## config.mk

```make
export PLATFORM = sky130hd
export DESIGN_NAME = uart_command_frame_parser_unit
export DESIGN_NICKNAME = d
export VERILOG_FILES = /design/src/hw/rtl/ucfp_pkg.sv /design/src/hw/rtl/uart_command_frame_parser_unit.sv /design/src/hw/rtl/ucfp_frame.sv /design/src/hw/rtl/ucfp_watchdog.sv
export SDC_FILE = /design/constraint.sdc
export NUM_CORES = 1
export LEC_CHECK = 0
export ABC_AREA = 1
export BUFFER_PORTS_ARGS = -buffer_cell sky130_fd_sc_hd__buf_2
export CORE_MARGIN = 1
export CORE_UTILIZATION = 65
export DETAILED_ROUTE_END_ITERATION = 10
export HOLD_SLACK_MARGIN = 0.1
export PLACE_DENSITY = 0.9
export SLEW_MARGIN = 20
export SYNTH_ARGS = -nofsm -noshare
export SYNTH_HDL_FRONTEND = slang
export SYNTH_SLANG_ARGS = --single-unit
```

## constraint.sdc

```tcl
create_clock -name clock -period 16.03 [get_ports clock]
set_clock_uncertainty 0.1 [all_clocks]
set_input_delay 3.206 -clock clock [delete_from_list [all_inputs] [get_ports clock]]
set_output_delay 3.206 -clock clock [all_outputs]
set_load 0.02 [all_outputs]
```

## src/hw/rtl/ucfp_pkg.sv

```systemverilog
// Shared types, constants and character tables of the command frame parser.
`timescale 1ns / 1ps
`default_nettype none
package ucfp_pkg;

   // Frame and device limits
   localparam int FRAME_BYTES  = 30;
   localparam int MOSFET_COUNT = 12;
   localparam int SERVO_COUNT  = 3;
   localparam int HEATER_COUNT = 3;
   localparam int POS_W        = $clog2(FRAME_BYTES + 1);

   // Identifier candidates
   localparam int ID_COUNT = 5;
   localparam int ID_DEPTH = 16;
   localparam int ID_MOSFET = 0;
   localparam int ID_SERVO  = 1;
   localparam int ID_AUTO   = 2;
   localparam int ID_HEATER = 3;
   localparam int ID_LED    = 4;
   localparam int DOLLAR_BIT = 5;

   // Characters
   localparam logic [7:0] CH_DOLLAR = 8'h24;
   localparam logic [7:0] CH_COMMA  = 8'h2C;
   localparam logic [7:0] CH_NUL    = 8'h00;
   localparam logic [7:0] CH_W      = 8'h57;
   localparam logic [7:0] CH_PLUS   = 8'h2B;
   localparam logic [7:0] CH_MINUS  = 8'h2D;
   localparam logic [7:0] CH_SPACE  = 8'h20;
   localparam logic [7:0] CH_TAB    = 8'h09;
   localparam logic [7:0] CH_CR     = 8'h0D;
   localparam logic [7:0] CH_ZERO   = 8'h30;
   localparam logic [7:0] CH_NINE   = 8'h39;

   localparam logic [3:0] ID_LEN [ID_COUNT] = '{4'd7, 4'd6, 4'd13, 4'd11, 4'd4};

   localparam logic [7:0] ID_TEXT [ID_COUNT][ID_DEPTH] = '{
      '{0:"$", 1:"M", 2:"O", 3:"S", 4:"F", 5:"E", 6:"T", default:8'h00},
      '{0:"$", 1:"S", 2:"E", 3:"R", 4:"V", 5:"O", default:8'h00},
      '{0:"$", 1:"A", 2:"U", 3:"T", 4:"O", 5:"_", 6:"S", 7:"H", 8:"U", 9:"T",
        10:"O", 11:"F", 12:"F", default:8'h00},
      '{0:"$", 1:"H", 2:"E", 3:"A", 4:"T", 5:"E", 6:"R", 7:"_", 8:"C", 9:"M",
        10:"D", default:8'h00},
      '{0:"$", 1:"L", 2:"E", 3:"D", default:8'h00}
   };

   // Input item kind
   localparam logic CMD_BYTE = 1'b0;
   localparam logic CMD_TICK = 1'b1;

   // Field parse phases
   typedef enum logic [2:0] {
      PH_SKIP     = 3'd0,
      PH_SIGN_POS = 3'd1,
      PH_SIGN_NEG = 3'd2,
      PH_DIG_POS  = 3'd3,
      PH_DIG_NEG  = 3'd4,
      PH_DONE     = 3'd5,
      PH_BETWEEN  = 3'd6,
      PH_ENDED    = 3'd7
   } phase_type;

   // Action codes
   typedef enum logic [2:0] {
      ACT_NONE   = 3'd0,
      ACT_MOSFET = 3'd1,
      ACT_SERVO  = 3'd2,
      ACT_AUTO   = 3'd3,
      ACT_HEATER = 3'd4,
      ACT_LED    = 3'd5,
      ACT_KICK   = 3'd6
   } action_type;

   // Result of one frame step
   typedef struct packed {
      action_type         action;
      logic [3:0]         device_index;
      logic signed [15:0] action_value;
   } result_type;

endpackage
`default_nettype wire

```

## src/hw/rtl/uart_command_frame_parser_unit.sv

```systemverilog
// Top level of the UART command frame parser: input and result registers.
`timescale 1ns / 1ps
`default_nettype none
// Each transaction on req is either a received UART byte (req_tuser = 0) or a
// one millisecond tick (req_tuser = 1) and yields exactly one rsp transaction.
// A '$' restarts a 30-byte frame; when its last byte arrives the response
// carries the parsed action, otherwise action is none. The response always
// reports the current watchdog flag. The block takes one transaction per
// cycle while rsp_tready stays high: an input register feeds combinational
// parse and dispatch logic into the result register. The watchdog timeout
// may be written through csr_we/csr_wdata while no transaction is in flight.
module uart_command_frame_parser_unit (
   input  wire logic        clock,
   input  wire logic        reset,
   input  wire logic        req_tvalid,
   output logic             req_tready,
   input  wire logic [7:0]  req_tdata,   // [7:0] rx_byte
   input  wire logic        req_tuser,   // [0] command
   output logic             rsp_tvalid,
   input  wire logic        rsp_tready,
   output logic [23:0]      rsp_tdata,   // [2:0] action, [6:3] device_index,
                                         // [22:7] action_value, [23] watchdog_flag
   input  wire logic        csr_we,
   input  wire logic [15:0] csr_wdata
);

   logic                 in_vld_ff;
   logic                 in_cmd_ff;
   logic [7:0]           in_byte_ff;
   logic                 out_vld_ff;
   logic [23:0]          out_data_ff;
   logic                 advance;
   logic                 kick;
   logic                 lost_in;
   ucfp_pkg::result_type result;

   // Move the held transaction on when the result register frees up
   assign advance    = in_vld_ff && (!out_vld_ff || rsp_tready);
   assign req_tready = !in_vld_ff || advance;

   ucfp_frame u_frame (
      .clock   (clock),
      .reset   (reset),
      .step    (advance && in_cmd_ff == ucfp_pkg::CMD_BYTE),
      .rx_byte (in_byte_ff),
      .result  (result),
      .kick    (kick)
   );

   ucfp_watchdog u_watchdog (
      .clock     (clock),
      .reset     (reset),
      .csr_we    (csr_we),
      .csr_wdata (csr_wdata),
      .tick      (advance && in_cmd_ff == ucfp_pkg::CMD_TICK),
      .kick      (advance && in_cmd_ff == ucfp_pkg::CMD_BYTE && kick),
      .lost_in   (lost_in)
   );

   // Input register
   always_ff @(posedge clock) begin
      if (reset) begin
         in_vld_ff <= 1'b0;
      end else if (req_tready) begin
         in_vld_ff <= req_tvalid;
      end
      if (req_tready && req_tvalid) begin
         in_cmd_ff  <= req_tuser;
         in_byte_ff <= req_tdata;
      end
   end

   // Result register; ticks report no action
   always_ff @(posedge clock) begin
      if (reset) begin
         out_vld_ff <= 1'b0;
      end else if (advance) begin
         out_vld_ff <= 1'b1;
      end else if (rsp_tready) begin
         out_vld_ff <= 1'b0;
      end
      if (advance) begin
         if (in_cmd_ff == ucfp_pkg::CMD_TICK) begin
            out_data_ff <= {lost_in, 16'd0, 4'd0, ucfp_pkg::ACT_NONE};
         end else begin
            out_data_ff <= {lost_in, result.action_value, result.device_index,
                            result.action};
         end
      end
   end

   assign rsp_tvalid = out_vld_ff;
   assign rsp_tdata  = out_data_ff;

endmodule
`default_nettype wire

```

## src/hw/rtl/ucfp_frame.sv

```systemverilog
// Frame tracker, incremental token parser and end-of-frame dispatch.
`timescale 1ns / 1ps
`default_nettype none
module ucfp_frame (
   input  wire logic                 clock,
   input  wire logic                 reset,
   input  wire logic                 step,      // take one byte this cycle
   input  wire logic [7:0]           rx_byte,
   output ucfp_pkg::result_type      result,
   output logic                      kick
);

   logic [ucfp_pkg::POS_W-1:0] pos_ff, pos_in;
   logic [1:0]                 tok_ff, tok_in;
   logic [5:0]                 match_ff, match_in;
   logic signed [15:0]         f1_ff, f1_in, f2_ff, f2_in;
   ucfp_pkg::phase_type        ph_ff, ph_in;
   logic [7:0]                 sb_ff, sb_in;

   // Multiply by ten and add or subtract a digit, saturating to 16 bits
   function automatic logic signed [15:0] add_digit(input logic signed [15:0] v,
                                                    input logic [3:0] d,
                                                    input logic neg);
      logic signed [20:0] ext;
      logic signed [20:0] t10;
      logic signed [20:0] dd;
      logic signed [20:0] nv;
      begin
         ext = 21'(v);
         t10 = (ext <<< 3) + (ext <<< 1);
         dd  = $signed({17'd0, d});
         if (neg) begin
            nv = t10 - dd;
            if (nv < -21'sd32768) nv = -21'sd32768;
         end else begin
            nv = t10 + dd;
            if (nv > 21'sd32767) nv = 21'sd32767;
         end
         add_digit = nv[15:0];
      end
   endfunction

   // Next frame state and dispatch decision
   always_comb begin
      logic [ucfp_pkg::POS_W-1:0] p;
      logic [1:0]                 t;
      ucfp_pkg::phase_type        phl;
      logic                       is_space, is_digit, neg, dispatch;
      logic [4:0]                 m;
      logic signed [15:0]         a, s;

      pos_in   = pos_ff;
      tok_in   = tok_ff;
      match_in = match_ff;
      f1_in    = f1_ff;
      f2_in    = f2_ff;
      ph_in    = ph_ff;
      sb_in    = sb_ff;
      dispatch = 1'b0;
      t        = 2'd0;
      phl      = ucfp_pkg::PH_SKIP;
      neg      = 1'b0;
      m        = 5'd0;
      a        = '0;
      s        = '0;
      result   = '{action: ucfp_pkg::ACT_NONE, device_index: 4'd0, action_value: 16'sd0};
      kick     = 1'b0;
      is_space = (rx_byte == ucfp_pkg::CH_SPACE) ||
                 (rx_byte >= ucfp_pkg::CH_TAB && rx_byte <= ucfp_pkg::CH_CR);
      is_digit = (rx_byte >= ucfp_pkg::CH_ZERO && rx_byte <= ucfp_pkg::CH_NINE);

      // restart the frame on a dollar sign
      if (rx_byte == ucfp_pkg::CH_DOLLAR) begin
         pos_in   = '0;
         tok_in   = 2'd0;
         match_in = 6'b011111;
         f1_in    = '0;
         f2_in    = '0;
         ph_in    = ucfp_pkg::PH_SKIP;
         sb_in    = 8'd0;
      end
      p = pos_in;

      if (pos_in != ucfp_pkg::POS_W'(ucfp_pkg::FRAME_BYTES)) begin
         if (p == ucfp_pkg::POS_W'(1)) sb_in = rx_byte;

         if (ph_in == ucfp_pkg::PH_ENDED) begin
            // string already ended: count only
         end else if (tok_in == 2'd0 && ph_in != ucfp_pkg::PH_BETWEEN) begin
            // identifier token
            if (rx_byte == ucfp_pkg::CH_COMMA || rx_byte == ucfp_pkg::CH_NUL) begin
               for (int i = 0; i < ucfp_pkg::ID_COUNT; i++)
                  if (ucfp_pkg::POS_W'(ucfp_pkg::ID_LEN[i]) != p) match_in[i] = 1'b0;
               ph_in = (rx_byte == ucfp_pkg::CH_NUL) ? ucfp_pkg::PH_ENDED
                                                     : ucfp_pkg::PH_BETWEEN;
            end else begin
               for (int i = 0; i < ucfp_pkg::ID_COUNT; i++)
                  if (!(p < ucfp_pkg::POS_W'(ucfp_pkg::ID_LEN[i]) &&
                        rx_byte == ucfp_pkg::ID_TEXT[i][p[3:0]]))
                     match_in[i] = 1'b0;
               if (p == '0 && rx_byte == ucfp_pkg::CH_DOLLAR)
                  match_in[ucfp_pkg::DOLLAR_BIT] = 1'b1;
            end
         end else if (rx_byte == ucfp_pkg::CH_NUL) begin
            ph_in = ucfp_pkg::PH_ENDED;
         end else if (rx_byte == ucfp_pkg::CH_COMMA) begin
            ph_in = ucfp_pkg::PH_BETWEEN;
         end else begin
            // numeric field
            t   = tok_in;
            phl = ph_in;
            if (ph_in == ucfp_pkg::PH_BETWEEN) begin
               if (t != 2'd3) t = t + 2'd1;
               phl = ucfp_pkg::PH_SKIP;
            end
            tok_in = t;
            ph_in  = phl;
            if (phl == ucfp_pkg::PH_SKIP && is_space) begin
               ph_in = ucfp_pkg::PH_SKIP;
            end else if (phl == ucfp_pkg::PH_SKIP && rx_byte == ucfp_pkg::CH_PLUS) begin
               ph_in = ucfp_pkg::PH_SIGN_POS;
            end else if (phl == ucfp_pkg::PH_SKIP && rx_byte == ucfp_pkg::CH_MINUS) begin
               ph_in = ucfp_pkg::PH_SIGN_NEG;
            end else if (phl == ucfp_pkg::PH_DONE || !is_digit) begin
               ph_in = ucfp_pkg::PH_DONE;
            end else begin
               neg   = (phl == ucfp_pkg::PH_SIGN_NEG || phl == ucfp_pkg::PH_DIG_NEG);
               ph_in = neg ? ucfp_pkg::PH_DIG_NEG : ucfp_pkg::PH_DIG_POS;
               if (t == 2'd1) f1_in = add_digit(f1_in, rx_byte[3:0], neg);
               if (t == 2'd2) f2_in = add_digit(f2_in, rx_byte[3:0], neg);
            end
         end

         pos_in   = p + ucfp_pkg::POS_W'(1);
         dispatch = (pos_in == ucfp_pkg::POS_W'(ucfp_pkg::FRAME_BYTES));
      end

      // pick the action once the frame is full
      a = f1_in;
      s = f2_in;
      m = match_in[4:0];
      if (tok_in == 2'd0 && ph_in != ucfp_pkg::PH_BETWEEN && ph_in != ucfp_pkg::PH_ENDED)
         m = 5'd0;
      if (dispatch && match_in[ucfp_pkg::DOLLAR_BIT]) begin
         if (sb_in == ucfp_pkg::CH_W) begin
            kick          = 1'b1;
            result.action = ucfp_pkg::ACT_KICK;
         end else if (m[ucfp_pkg::ID_MOSFET] && tok_in >= 2'd2 && !a[15] &&
                      a < 16'(ucfp_pkg::MOSFET_COUNT)) begin
            result.action       = ucfp_pkg::ACT_MOSFET;
            result.device_index = a[3:0];
            result.action_value = {15'd0, (s != 16'sd0)};
         end else if (m[ucfp_pkg::ID_SERVO] && tok_in >= 2'd2 && !a[15] &&
                      a < 16'(ucfp_pkg::SERVO_COUNT)) begin
            result.action       = ucfp_pkg::ACT_SERVO;
            result.device_index = a[3:0];
            result.action_value = s;
         end else if (m[ucfp_pkg::ID_AUTO] && tok_in >= 2'd1) begin
            result.action       = ucfp_pkg::ACT_AUTO;
            result.action_value = {15'd0, (a != 16'sd0)};
         end else if (m[ucfp_pkg::ID_HEATER] && tok_in >= 2'd2 && !a[15] &&
                      a < 16'(ucfp_pkg::HEATER_COUNT)) begin
            result.action       = ucfp_pkg::ACT_HEATER;
            result.device_index = a[3:0];
            result.action_value = {15'd0, (s != 16'sd0)};
         end else if (m[ucfp_pkg::ID_LED] && tok_in >= 2'd1 && !a[15] && a < 16'sd4) begin
            result.action       = ucfp_pkg::ACT_LED;
            result.action_value = a;
         end
      end
   end

   // Hold frame state; advance on each byte taken
   always_ff @(posedge clock) begin
      if (reset) begin
         pos_ff   <= '0;
         tok_ff   <= 2'd0;
         match_ff <= 6'b011111;
         f1_ff    <= '0;
         f2_ff    <= '0;
         ph_ff    <= ucfp_pkg::PH_SKIP;
         sb_ff    <= 8'd0;
      end else if (step) begin
         pos_ff   <= pos_in;
         tok_ff   <= tok_in;
         match_ff <= match_in;
         f1_ff    <= f1_in;
         f2_ff    <= f2_in;
         ph_ff    <= ph_in;
         sb_ff    <= sb_in;
      end
   end

endmodule
`default_nettype wire

```

## src/hw/rtl/ucfp_watchdog.sv

```systemverilog
// Link watchdog: tick counter, timeout register and expiry flag.
`timescale 1ns / 1ps
`default_nettype none
module ucfp_watchdog (
   input  wire logic        clock,
   input  wire logic        reset,
   input  wire logic        csr_we,
   input  wire logic [15:0] csr_wdata,
   input  wire logic        tick,      // one millisecond tick this cycle
   input  wire logic        kick,      // watchdog frame dispatched this cycle
   output logic             lost_in    // flag value after this step
);

   logic [15:0] timeout_ff;
   logic [15:0] count_ff, count_in;
   logic        lost_ff;

   // Count ticks, expire on timeout, clear on kick
   always_comb begin
      count_in = count_ff;
      lost_in  = lost_ff;
      if (tick) begin
         count_in = count_ff + 16'd1;
         if (count_in >= timeout_ff) begin
            count_in = 16'd0;
            lost_in  = 1'b1;
         end
      end else if (kick) begin
         count_in = 16'd0;
         lost_in  = 1'b0;
      end
   end

   always_ff @(posedge clock) begin
      if (reset) begin
         timeout_ff <= 16'd1000;
         count_ff   <= 16'd0;
         lost_ff    <= 1'b0;
      end else begin
         if (csr_we) timeout_ff <= csr_wdata;
         count_ff <= count_in;
         lost_ff  <= lost_in;
      end
   end

endmodule
`default_nettype wire
```

; ---- After elaboration in Yosys (flattened, before gate mapping)
; Memories as Yosys holds them, arrays and structs flattened.
; Cells that the tools add are included.
[totals]
in_bits = 30
register_bits = 124
mem_count = 5
mem_bits_ro = 640
wordCells = 255
output_inout_bits = 26
[mem_list]
columns = name, depth, word_bits, read_ports, rd_clocked_by_memory_dff, write_ports, line
row1 = (no name shown), 16, 8, 1, 0, 0, ucfp_frame.sv:99  ; rx_byte == ucfp_pkg::ID_TEXT[i][p[3:0]]))
row2 = (no name shown), 16, 8, 1, 0, 0, ucfp_frame.sv:99
row3 = (no name shown), 16, 8, 1, 0, 0, ucfp_frame.sv:99
row4 = (no name shown), 16, 8, 1, 0, 0, ucfp_frame.sv:99
row5 = (no name shown), 16, 8, 1, 0, 0, ucfp_frame.sv:99
[classes]
n_lt_le_gt_ge = 20
mux = 115
addsub = 9
eq_ne = 30
reduce_logical = 55
n_bitwise = 3
[op_table]
columns = op, count
row1 = 2-to-1 mux 16 bit, 34
row2 = 2-to-1 mux 8 bit, 13
row3 = 2-to-1 mux 3 bit, 22
row4 = 2-to-1 mux 23 bit, 2
row5 = adder 20 x 5 -> 21 bit, 2
row6 = "> comparator 21 x 16 -> 1 bit, second input constant", 2
row7 = "less-than comparator 21 x 16 -> 1 bit, second input constant", 2
row8 = subtractor 20 x 5 -> 21 bit, 2
row9 = adder 19 x 17 -> 20 bit, 2
row10 = "== test 8 x 6 -> 1 bit, second input constant", 5
row11 = == test 8 bit, 5
row12 = logical AND 1 bit, 33
row13 = nonzero test 16 bit, 2
row14 = 2-to-1 mux 2 bit, 13
row15 = 2-to-1 mux 6 bit, 4
row16 = 2-to-1 mux 1 bit, 21
row17 = 2-to-1 mux 5 bit, 4
row18 = "adder 16 x 1 -> 16 bit, second input constant", 1
row19 = >= comparator 16 bit, 1
row20 = "less-than comparator 16 x 3 -> 1 bit, second input constant", 1
row21 = "less-than comparator 16 x 4 -> 1 bit, second input constant", 1
row22 = "less-than comparator 16 x 5 -> 1 bit, second input constant", 1
row23 = "less-than comparator 5 x 3 -> 1 bit, second input constant", 3
row24 = "!= test 3 x 5 -> 1 bit, first input constant", 3
row25 = 34 further kinds, 53

; ---- Logic depth before layout (Yosys ltp)
; Gate-level depths: netlist of the first run.
[depth]
ltp_word = 34
ltp_mapped = 46
ltp_nobuf = 40

; ---- Hierarchy
; Synthesis of the first run repeated with hierarchy kept, for this count alone.
[hier_totals]
cells_unflattened = 2068
area_unflattened_um2 = 12797.3
[by_module_without_submodules]
columns = mod, seq_area_each_um2, cells_each, area_per_inst_um2, n_inst
row1 = ucfp_frame, 1121.1, 1651, 9395.3, 1
row2 = ucfp_watchdog, 660.6, 317, 2102.0, 1
row3 = uart_command_frame_parser_unit, 1031.0, 100, 1300.0, 1

; ---- Worst setup path before layout of the first run
; No wires, ideal clock.
[synth_path]
path_type = input -> output
start = input rsp_tready
end = output req_tready
t_required_ps = 12724
n_path_buf = 0
stages = 2
slack_ps = 9265
arrival_time_ps = 3459
cell_sequence = inv_1 > nand3_1
[synth_between]
elab_chain_cells = 3
[synth_rtl]
columns = element, line
row1 = from (decl), uart_command_frame_parser_unit.sv:20  ; input wire logic rsp_tready,
row2 = logical OR 1 bit, uart_command_frame_parser_unit.sv:38  ; assign advance = in_vld_ff && (!out_vld_ff || rsp_tready);
row3 = logical AND 1 bit, uart_command_frame_parser_unit.sv:38
row4 = logical OR 1 bit, uart_command_frame_parser_unit.sv:39  ; assign req_tready = !in_vld_ff || advance;
row5 = to (decl), uart_command_frame_parser_unit.sv:16  ; output logic req_tready,
; No other way between the ends.

; ---- Worst setup path in the final report of the first run
[layout_path]
start = register in_byte_ff[2]
end = register out_data_ff[7], in the netlist rsp_tdata[7], data pin
[layout_between]
elab_chain_cells = 33
elab_cells_between_ends = 203
classes_between = add/sub: 8 / order compare: 18 / eq/ne: 30 / mux: 98 / bitwise: 2 / reduce/logical: 42 / memory: 5
[layout_rtl]
columns = element, line
row1 = from (decl), uart_command_frame_parser_unit.sv:29  ; logic [7:0] in_byte_ff;
row2 = from (signal assigned), uart_command_frame_parser_unit.sv:69  ; in_byte_ff <= req_tdata;
row3 = "parallel branches: the longest is 33 deep, another holds adder 20 x 5 -> 21 bit", n/a
row4 = to (signal assigned), uart_command_frame_parser_unit.sv:84  ; out_data_ff <= {lost_in, 16'd0, 4'd0, ucfp_pkg::ACT_NONE};
row5 = to (signal assigned), uart_command_frame_parser_unit.sv:86  ; out_data_ff <= {lost_in, result.action_value, result.device_index,
row6 = to (decl), uart_command_frame_parser_unit.sv:31  ; logic [23:0] out_data_ff;
; Parallel ways; which one is timed is not known. The select of a mux whose other input is x is not followed.
; A chain may end at the register's enable or synchronous reset.

==> qor.csv, run 1 <==
metric;value;unit
status;finished clean;
worst min path class;register to register;
via/cell ratio;5.812;
period utilisation layout;45.20;%
R2R setup slack;8.78;ns
pre-CTS WS;9.054;ns
sum of negative setup slack;0;ns
I/O Buffers;55;
clock latency at the later pin of the worst-skew pair;0.43;ns
die extent in x;137.0;um
prevailing post-synth register cell;dfxtp_1;
Worst path slowest cell;edfxtp_1;
register area share after synthesis;23.76;%
Synth Warn #;0;
setup bufs post-CTS;0;
Final WS setup;8.785;ns
Total Routed Length;33.38;mm
Post-CTS Resized;0;
GRT overflow;0;
Reg clk slew, reported paths;0.07;ns
HPWL after DPL;24.90;mm
Crit path top cell by count;nor2_1;
min cycle time layout;7.245;ns
Worst Hold Depth;2;
Crit Path Category;register to register;
Post-Synthesis Cell Area;0.01184;mm^2
Initial Utilization;67.50;%
Worst Hold Slack;0.3651;ns
cells after synthesis;1877;
metal2 WL;15.60;mm
clock sinks;124;
Vias;12420;
Critical R2R Capture;rsp_tdata[7]$_SDFFCE_PP0P_;
global-route usage over all layers;36.11;%
DIE HEIGHT;137.0;um
vias in the first global route;11270;
Area growth syn-to-layout;7.568;%
Required @ worst endpoint;16.11;ns
pin count of the biggest net entering global routing;61;
wire length on met1;13.31;mm
reg2reg start;in_byte_ff[2]$_DFFE_PP_;
RSZ-0062 raised after global routing;false;
Synth cell types;66;
CTS tree;done;
Routed Antenna Nets;0;
leak pwr;6.210;nW
Max IR drop VDD;0.06966;mV
hold_buf cts;0;
max-slew violations;0;
CTS Buf Count;17;
Post-synth EDFFs;33;
Syn Nets;1966;
# diodes;0;
CORE AREA;0.01754;mm^2
HP Start;u_watchdog.timeout_ff[11]$_SDFFE_PP0P_;
CP max stage delay;0.93;ns
wire per inst;15.62;um
Starting DRT DRC Count;991;
# setup viols final;0;
top layer used by detailed routing;met4;
PwrDens;78.99;mW/mm^2
Post-Layout Inst Area;0.01273;mm^2
Final Wtd Congestion;0.9951;
first-pass GRT wire length;53.34;mm
initial antenna violation count;0;
ys async rst share;0;%
met3 WL;2.522;mm
Max Fclk;138.0;MHz
Ports;56;
Max Cap Violations;0;
worst reg2reg path depth;34;
Mean Syn Cell Area;6.307;um^2
Post-DP Area;0.01214;mm^2
nets;1988;
die footprint;0.01876;mm^2
Rows;48;
crit end category;register;
crit path max fanout;56;
Worst Setup Start Kind;register;
worst hold path endpoint;u_watchdog.timeout_ff[11]$_SDFFE_PP0P_;
maximum clock path buffer count;2;
Residual DRC;0;
share of layout cells above drive strength 1;12.92;%
DRT Pass-1 Iters;6;
WP data arrival;7.33;ns
root buf cell;clkbuf_16;
Slew headroom;31.93;%
worst-margin pin slew;1.017;ns
post-synthesis register bit count;124;
H-tree lvl count;4;
Hold Violations, Final;0;
-- synthesized netlist by cell type (5+ instances only) --
| cell | instances | area (um^2) |
|---|---|---|
| o21ai_1 | 9 | 45.04 |
| nor3_1 | 20 | 100.1 |
| o211ai_1 | 18 | 135.1 |
| nand2_1 | 480 | 1802 |
| o21bai_1 | 10 | 75.07 |
| clkbuf_1 | 41 | 153.9 |
| nor2_2 | 15 | 93.84 |
| nand2_4 | 5 | 56.30 |
| nor2_1 | 180 | 675.7 |
| nand3_2 | 12 | 120.1 |
| nand4_1 | 26 | 162.7 |
| a21oi_1 | 124 | 620.6 |
| a31oi_1 | 5 | 31.28 |
| nand2_2 | 53 | 331.6 |
| dfxtp_1 | 91 | 1822 |
| buf_6 | 8 | 90.09 |
| nor2_4 | 12 | 135.1 |
| edfxtp_1 | 33 | 991.0 |
| a21oi_2 | 9 | 78.83 |
| xnor2_1 | 18 | 157.7 |
| inv_1 | 244 | 915.9 |
| ha_1 | 55 | 688.2 |
| inv_2 | 25 | 93.84 |
| o22ai_1 | 5 | 31.28 |
| nand3_1 | 124 | 620.6 |
| o21ai_0 | 115 | 575.6 |
| o21ai_2 | 6 | 52.55 |
| xor2_1 | 54 | 473.0 |
| nor4_1 | 10 | 62.56 |
-- worst max-delay path by stage --
| stage | from | endpoint | slack, ns | cells after the start |
|---|---|---|---|---|
| final | in_byte_ff[2]$_DFFE_PP_ | rsp_tdata[7]$_SDFFCE_PP0P_ | 8.78 | 34 |
| after global routing | in_byte_ff[2]$_DFFE_PP_ | rsp_tdata[7]$_SDFFCE_PP0P_ | 8.21 | 34 |
| after CTS | in_byte_ff[2]$_DFFE_PP_ | rsp_tdata[7]$_SDFFCE_PP0P_ | 8.99 | 34 |
| after detailed placement | in_byte_ff[2]$_DFFE_PP_ | rsp_tdata[7]$_SDFFCE_PP0P_ | 9.05 | 34 |
| after global placement | rsp_tready | req_tready | 9.10 | 4 |
| after floorplan | rsp_tready | req_tready | 9.26 | 2 |
-- area by class of cell --
class | count | area, um^2
clock buffers | 17 | 425.4
clock inverters | 15 | 171.4
fillers | 1464 | 4803
inverters | 273 | 1040
multi-input cells | 1422 | 7682
flip-flops and latches | 124 | 2813
well taps | 225 | 281.5
repair buffers | 61 | 320.3
-- through the flow --
stage | utilization (%) | std cells | power, mW
finish | 72.61 | 2137 | 1.006
global route | 72.61 | 2137 | 1.049
CTS | 72.61 | 2137 | 0.9992
detailed placement | 69.21 | 2105 | 0.6131
global placement | 69.21 | 2105 | 0.6081
floorplan | - | 1877 | 0.5558
-- layer usage --
| layer | vias to the layer above | GRT usage (%) |
|---|---|---|
| met2 | 589 | 60.83 |
| met1 | 5539 | 42.31 |
| li1 | 6152 | - |
| met5 | - | 0 |
| met4 | 0 | 22.95 |
| met3 | 141 | 6.296 |
-- sequential cells by signal (all words and copies together), names as in the netlist, 2 cells and up --
| name | cells |
|---|---|
| u_frame.tok_ff | 2 |
| in_byte_ff | 8 |
| u_frame.f1_ff | 16 |
| u_watchdog.timeout_ff | 16 |
| u_frame.pos_ff | 5 |
| u_frame.match_ff | 6 |
| u_frame.f2_ff | 16 |
| rsp_tdata | 24 |
| u_frame.ph_ff | 3 |
| u_watchdog.count_ff | 16 |
| u_frame.sb_ff | 8 |
-- critical path, delay by kind of cell (launching register included) --
kind | cells | cell delay, ns
AND/OR/NAND/NOR | 23 | 3.51
flip-flops | 1 | 0.93
buffers and inverters | 6 | 0.99
adder cells (fa/ha/maj) | 2 | 0.73
AO/OA/AOI/OAI | 2 | 0.56
XOR/XNOR | 1 | 0.13
-- logic make-up after synthesis --
kind of cell / synth area share (%)
and+or+nand+nor: 36.61
AOI/OAI and AO/OA: 16.37
buffers and inverters: 11.44
DFF: 23.76
xor gates and xnor gates: 5.327
adders and majority gates: 6.490
-- report_power, final --
| part | total (mW) | switching (mW) | internal [mW] | leakage [nW] |
|---|---|---|---|---|
| clock | 0.390 | 0.169 | 0.222 | 0.291 |
| combinational | 0.268 | 0.184 | 0.0840 | 4.86 |
| sequential | 0.348 | 0.0121 | 0.336 | 1.06 |
-- cells in the final DEF (no fill, tap or decap), drive strengths merged, types with 4 or more instances in the layout --
master,Yosys,final
fa,4,4
clkinv,1,5
buf,17,61
nor4,10,10
clkbuf,41,17
xor2,54,54
nor2,208,208
nand2,538,538
ha,55,55
a31oi,5,5
inv,272,281
o21bai,10,10
o311ai,4,4
dfxtp,91,91
a21oi,133,133
xnor2,18,18
nand3,137,137
o221ai,4,4
a221oi,4,4
o211ai,19,19
a211oi,4,4
o21ai,130,130
nor3,23,23
o22ai,5,5
edfxtp,33,33
nand4,29,29
Power figures use the tool's default switching activity.
==> inputs of run 2 (changes only) <==
Settings changed: CORE_UTILIZATION 65 to 64, PLACE_DENSITY 0.9 to 0.89.
Clock period 16.03 ns to 6.7 ns, I/O delays scaled along.
==> run 2 against run 1 <==
The run now ends with DRC left. Combinational power is 140% higher. Hold slack worse by 0.0016 ns. Final cell count is 0.70% higher. Die area is 1.5% higher. Design area is 0.75% higher. Sequential share of layout area is 0.16 points lower. Critical path depth is 4 higher. Utilization is 1.4 points lower. Via count is 0.59% higher. Total power is 140% higher.
==> qor.csv, run 2 (synthesized netlist as in run 1, its figures left out) <==
metric;value;unit;change
status;finished, violations left;;
failing checks;DRC;;
Worst Setup Start Kind;register;;
pre-CTS WS;0.3722;ns;-8.682 ns
share of layout cells above drive strength 1;13.57;%;+0.65 points
Crit Path Category;register to register;;
# setup viols final;0;;unchanged
Reg clk slew, reported paths;0.06;ns;about the same
Slew headroom;28.16;%;-3.8 points
nets;1999;;+0.55%
# diodes;0;;unchanged
wire per inst;15.75;um;+0.85%
GRT overflow;0;;unchanged
CP max stage delay;0.55;ns;-0.38 ns
initial antenna violation count;0;;unchanged
Final WS setup;0.6745;ns;-8.110 ns
pin count of the biggest net entering global routing;61;;unchanged
maximum clock path buffer count;2;;unchanged
Starting DRT DRC Count;1194;;+20%
worst-margin pin slew;1.074;ns;+0.05624 ns
Initial Utilization;65.67;%;-1.8 points
sum of negative setup slack;0;ns;unchanged
Vias;12490;;+0.59%
clock sinks;124;;unchanged
min cycle time layout;6.025;ns;-1.220 ns
leak pwr;6.269;nW;+0.95%
Final Wtd Congestion;0.9949;;about the same
period utilisation layout;89.93;%;+45 points
crit path max fanout;20;;-64%
via/cell ratio;5.806;;-0.11%
die footprint;0.01904;mm^2;+1.5%
global-route usage over all layers;35.25;%;-0.85 points
Max Cap Violations;0;;unchanged
I/O Buffers;55;;unchanged
Max Fclk;166.0;MHz;+20%
CORE AREA;0.01802;mm^2;+2.8%
Buf/Inv on CP;7;;+1
Largest register FFs;24;;unchanged
first-pass GRT wire length;55.47;mm;+4.0%
PwrDens;188.7;mW/mm^2;+140%
Routed Antenna Nets;0;;unchanged
clock latency at the later pin of the worst-skew pair;0.43;ns;about the same
DIE HEIGHT;138;um;+0.77%
HPWL after DPL;26.00;mm;+4.4%
max-slew violations;0;;unchanged
most frequent cells in the layout;nand2_1, inv_1, nor2_1, nand3_1, a21oi_1;;
Rows;49;;+2.1%
Required @ worst endpoint;6.78;ns;-9.33 ns
die extent in x;138;um;+0.77%
crit end category;register;;
DRT Pass-1 Iters;11;;+5
Total Routed Length;33.90;mm;+1.6%
Residual DRC;2;;+2
Worst path top cell family by delay;simple AND/OR/NAND/NOR gates;;
worst min path class;register to register;;
Ports;56;;unchanged
Worst path slowest cell;edfxtp_1;;
CTS tree;done;;
most common cell after layout, fill and taps aside;nand2_1;;
CTS Buf Count;17;;unchanged
Hold Violations, Final;0;;unchanged
RSZ-0062 raised after global routing;false;;
H-tree lvl count;4;;unchanged
Crit path top cell by count;nand2_1;;
root buf cell;clkbuf_16;;
vias in the first global route;11740;;+4.1%
Area growth syn-to-layout;8.372;%;
WP data arrival;6.11;ns;-1.22 ns
hold_buf cts;0;;unchanged
Max IR drop VDD;0.1657;mV;+140%
==> run 2: cell types whose count changed in the layout (fill, tap and decap cells not counted), sizes merged <==
| cell | change |
|---|---|
| buf | +11 |
| inv | -3 |
| clkbuf | +1 |
| clkinv | +2 |
| bufinv | +1 |
| clkinvlp | -1 |
==> run 2: layout make-up <==
cell class | count | area, um^2
Clock buffer | 18 | 439.2
Clock inverter | 14 | 157.7
Inverter | 273 | 1040
Multi-Input combinational cell | 1422 | 7690
Timing Repair Buffer | 72 | 402.9
Fill cell | 1568 | 5196
Tap cell | 229 | 286.5
Sequential cell | 124 | 2813
==> run 2: path summary, 6_finish.rpt <==
path	depth (start not counted)	slack, ns	startpoint	endpoint
max	38	0.67	in_byte_ff[6]$_DFFE_PP_	rsp_tdata[7]$_SDFFCE_PP0P_
min	2	0.36	u_watchdog.timeout_ff[10]$_SDFFE_PP0P_	u_watchdog.timeout_ff[10]$_SDFFE_PP0P_
max reg2reg	38	0.67	in_byte_ff[6]$_DFFE_PP_	rsp_tdata[7]$_SDFFCE_PP0P_
min reg2reg	2	0.36	u_watchdog.timeout_ff[10]$_SDFFE_PP0P_	u_watchdog.timeout_ff[10]$_SDFFE_PP0P_
==> run 2: routing by layer <==
metal | global-route usage (%) | vias up | share of wire (%) | wire length, um
li1 | - | 6169 | - | -
met1 | 42.20 | 5679 | 41 | 13740
met2 | 60.42 | 522 | 48 | 16290
met3 | 5.300 | 124 | 6.4 | 2169
met4 | 19.78 | 0 | 5.0 | 1696
met5 | 0 | - | 0 | 0
==> run 2: repair_timing <==
| item | 4_1_cts | 5_1_grt |
|---|---|---|
| resized for setup | 0 | 3 |
| endpoints found under the setup margin | 0 | 5 |
| setup buffers | 0 | 2 |
==> run 2: power breakdown <==
group / switching, mW / internal (mW) / total, mW
Combinational: 0.449 / 0.205 / 0.654
Clock: 0.374 / 0.565 / 0.939
Sequential: 0.0240 / 0.803 / 0.828
Total: 0.847 / 1.57 / 2.42
==> run 2: worst register-to-register path, delay by kind of cell, from the launching register on <==
| kind | cells | cell delay [ns] |
|---|---|---|
| XOR/XNOR | 1 | 0.13 |
| adder cells (fa/ha/maj) | 2 | 0.70 |
| buffers and inverters | 7 | 0.93 |
| flip-flops | 1 | 0.55 |
| AND/OR/NAND/NOR | 28 | 3.39 |
==> run 2: metrics by stage <==
step / hold slack (ns) / utilization, % / power (mW) / instances / instance area (um^2)
CTS: 0.3662 / 71.05 / 2.409 / 2150 / 12810
global route: 0.3851 / 71.17 / 2.530 / 2152 / 12830
global placement: 0.3472 / 67.74 / 1.460 / 2118 / 12210
floorplan: 0.3372 / - / 1.330 / 1877 / 11840
detailed placement: 0.3572 / 67.74 / 1.475 / 2118 / 12210
finish: 0.3635 / 71.17 / 2.421 / 2152 / 12830
==> inputs of run 3 (changes only) <==
==> constraint.sdc (replaced) <==
create_clock -name clock -period 6.7 [get_ports clock]
set_clock_uncertainty 0.1 [all_clocks]
set_input_delay 0.335 -clock clock [delete_from_list [all_inputs] [get_ports clock]]
set_output_delay 0.335 -clock clock [all_outputs]
set_load 0.02 [all_outputs]
==> run 3 against run 2 <==
The run now ends clean. Final cell count rose by 0.98%. Die area did not move. Setup slack improved by 0.026 ns. Sequential power barely moved. Via count rose by 1.5%. Largest power group unchanged. Highest routed layer unchanged.
==> qor.csv, run 3 (synthesized netlist as in run 1, its figures left out) <==
metric;value;unit;change
first-pass GRT wire length;56.70;mm;+2.2%
crit end category;register;;
fin util;72.32;%;+1.2 points
HPWL after DPL;26.00;mm;unchanged
RSZ-0062 raised after global routing;false;;
status;finished clean;;
clock sinks;124;;unchanged
Final Wtd Congestion;0.9949;;unchanged
Rows;49;;unchanged
maximum clock path buffer count;2;;unchanged
Hold Violations, Final;0;;unchanged
Max Cap Violations;0;;unchanged
Levels on crit path;38;;unchanged
Area growth syn-to-layout;10.13;%;
initial antenna violation count;0;;unchanged
leak pwr;6.357;nW;+1.4%
Worst path slowest cell;edfxtp_1;;
CTS tree;done;;
Initial Utilization;65.67;%;unchanged
H-tree lvl count;4;;unchanged
min cycle time layout;6.000;ns;-0.02557 ns
nets;2020;;+1.1%
HP Start;csr_wdata[11];;
Worst path top cell family by delay;simple AND/OR/NAND/NOR gates;;
DRT Pass-1 Iters;6;;-5
GRT overflow;0;;unchanged
wire per inst;16.01;um;+1.6%
period utilisation layout;89.55;%;-0.38 points
die footprint;0.01904;mm^2;unchanged
most frequent cells in the layout;nand2_1, inv_1, nor2_1, nand3_1, a21oi_1;;
Buf/Inv on CP;7;;unchanged
Largest register FFs;24;;unchanged
reg2reg start;in_byte_ff[6]$_DFFE_PP_;;
PwrDens;187.1;mW/mm^2;-0.84%
pin count of the biggest net entering global routing;61;;unchanged
most common cell after layout, fill and taps aside;nand2_1;;
worst min path class;primary input to register;;
CORE AREA;0.01802;mm^2;unchanged
root buf cell;clkbuf_16;;
# setup viols final;0;;unchanged
# fillers;1517;;-3.3%
Critical Path Source;in_byte_ff[6]$_DFFE_PP_;;
Routed Antenna Nets;0;;unchanged
Ports;56;;unchanged
crit path max fanout;20;;unchanged
die extent in x;138;um;unchanged
Max IR drop VDD;0.1683;mV;+1.5%
Required @ worst endpoint;6.78;ns;about the same
# diodes;0;;unchanged
global-route usage over all layers;36.12;%;+0.87 points
Crit path top cell by count;nand2_1;;
DIE HEIGHT;138;um;unchanged
I/O Buffers;55;;unchanged
CP max stage delay;0.55;ns;about the same
Starting DRT DRC Count;1210;;+1.3%
Worst Hold Slack;0.1054;ns;-0.2581 ns
CTS Buf Count;17;;unchanged
Worst Setup Start Kind;register;;
worst reg2reg path depth;38;;unchanged
Reg clk slew, reported paths;0.06;ns;about the same
Worst Hold Depth;3;;+1
R2R setup slack;0.70;ns;+0.03 ns
clock latency at the later pin of the worst-skew pair;0.43;ns;about the same
sum of negative setup slack;0;ns;unchanged
WP data arrival;6.08;ns;-0.03 ns
Total Routed Length;34.78;mm;+2.6%
worst-margin pin slew;1.061;ns;-0.01300 ns
Max Fclk;166.7;MHz;+0.43%
max-slew violations;0;;unchanged
Crit Path Category;register to register;;
share of layout cells above drive strength 1;13.37;%;-0.20 points
via/cell ratio;5.833;;+0.48%
Slew headroom;29.03;%;+0.87 points
vias in the first global route;11970;;+1.9%
Vias;12680;;+1.5%
Residual DRC;0;;-2
## run 3: cell count changes in the layout (fill, tap and decap cells not counted), sizes merged
cell / before / now
dlygate4sd3: 0 / 21
## run 3: stage by stage
step	cell area (um^2)	power [mW]	std cells	worst slack, ns
2_1_floorplan	11840	1.330	1877	0.7494
3_5_place_dp	12210	1.475	2118	0.3722
3_3_place_gp	12210	1.460	2118	0.5327
4_1_cts	13020	2.418	2171	0.3831
6_report	13040	2.440	2173	0.7001
5_1_grt	13040	2.545	2173	0.1169
## run 3: worst paths after layout
check | end
worst max-delay path | rsp_tdata[7]$_SDFFCE_PP0P_
worst min-delay path | u_watchdog.timeout_ff[11]$_SDFFE_PP0P_
worst max register to register | rsp_tdata[7]$_SDFFCE_PP0P_
worst min register to register | u_watchdog.timeout_ff[10]$_SDFFE_PP0P_
## run 3: report_power, final
group	leakage [nW]	switching (mW)	total, mW	internal [mW]
registers	1.06	0.0243	0.828	0.803
clock network	0.298	0.380	0.945	0.565
logic	5.00	0.453	0.666	0.213
## run 3: final cells by class
cell class | count | area, um^2 | area share, %
timing repair buffer | 93 | 613.1 | 4.703
multi-input combinational | 1422 | 7687 | 58.97
inverter | 273 | 1040 | 7.976
tap | 229 | 286.5 | 2.198
sequential | 124 | 2813 | 21.58
clock buffer | 18 | 439.2 | 3.369
clock inverter | 14 | 157.7 | 1.209
## run 3: what timing repair did
action	in CTS	in global routing
setup endpoints to repair	0	7
endpoints found under the hold margin	21	0
gates resized for setup	0	2
setup buffers	0	2
hold buffers	21	0
## run 3: routing by layer
layer | wire (um) | vias up | part of all wire [%] | GRT usage (%)
li1 | - | 6208 | - | -
met1 | 14000 | 5793 | 40 | 43.02
met2 | 16890 | 545 | 49 | 62.71
met3 | 2132 | 130 | 6.1 | 5.023
met4 | 1760 | 0 | 5.1 | 19.78
met5 | 0 | - | 0 | 0
## run 3: worst min-delay path, delay by kind of cell
kind | cells | cell delay (ns)
buf+inv | 1 | 0.07
compound gates | 2 | 0.19
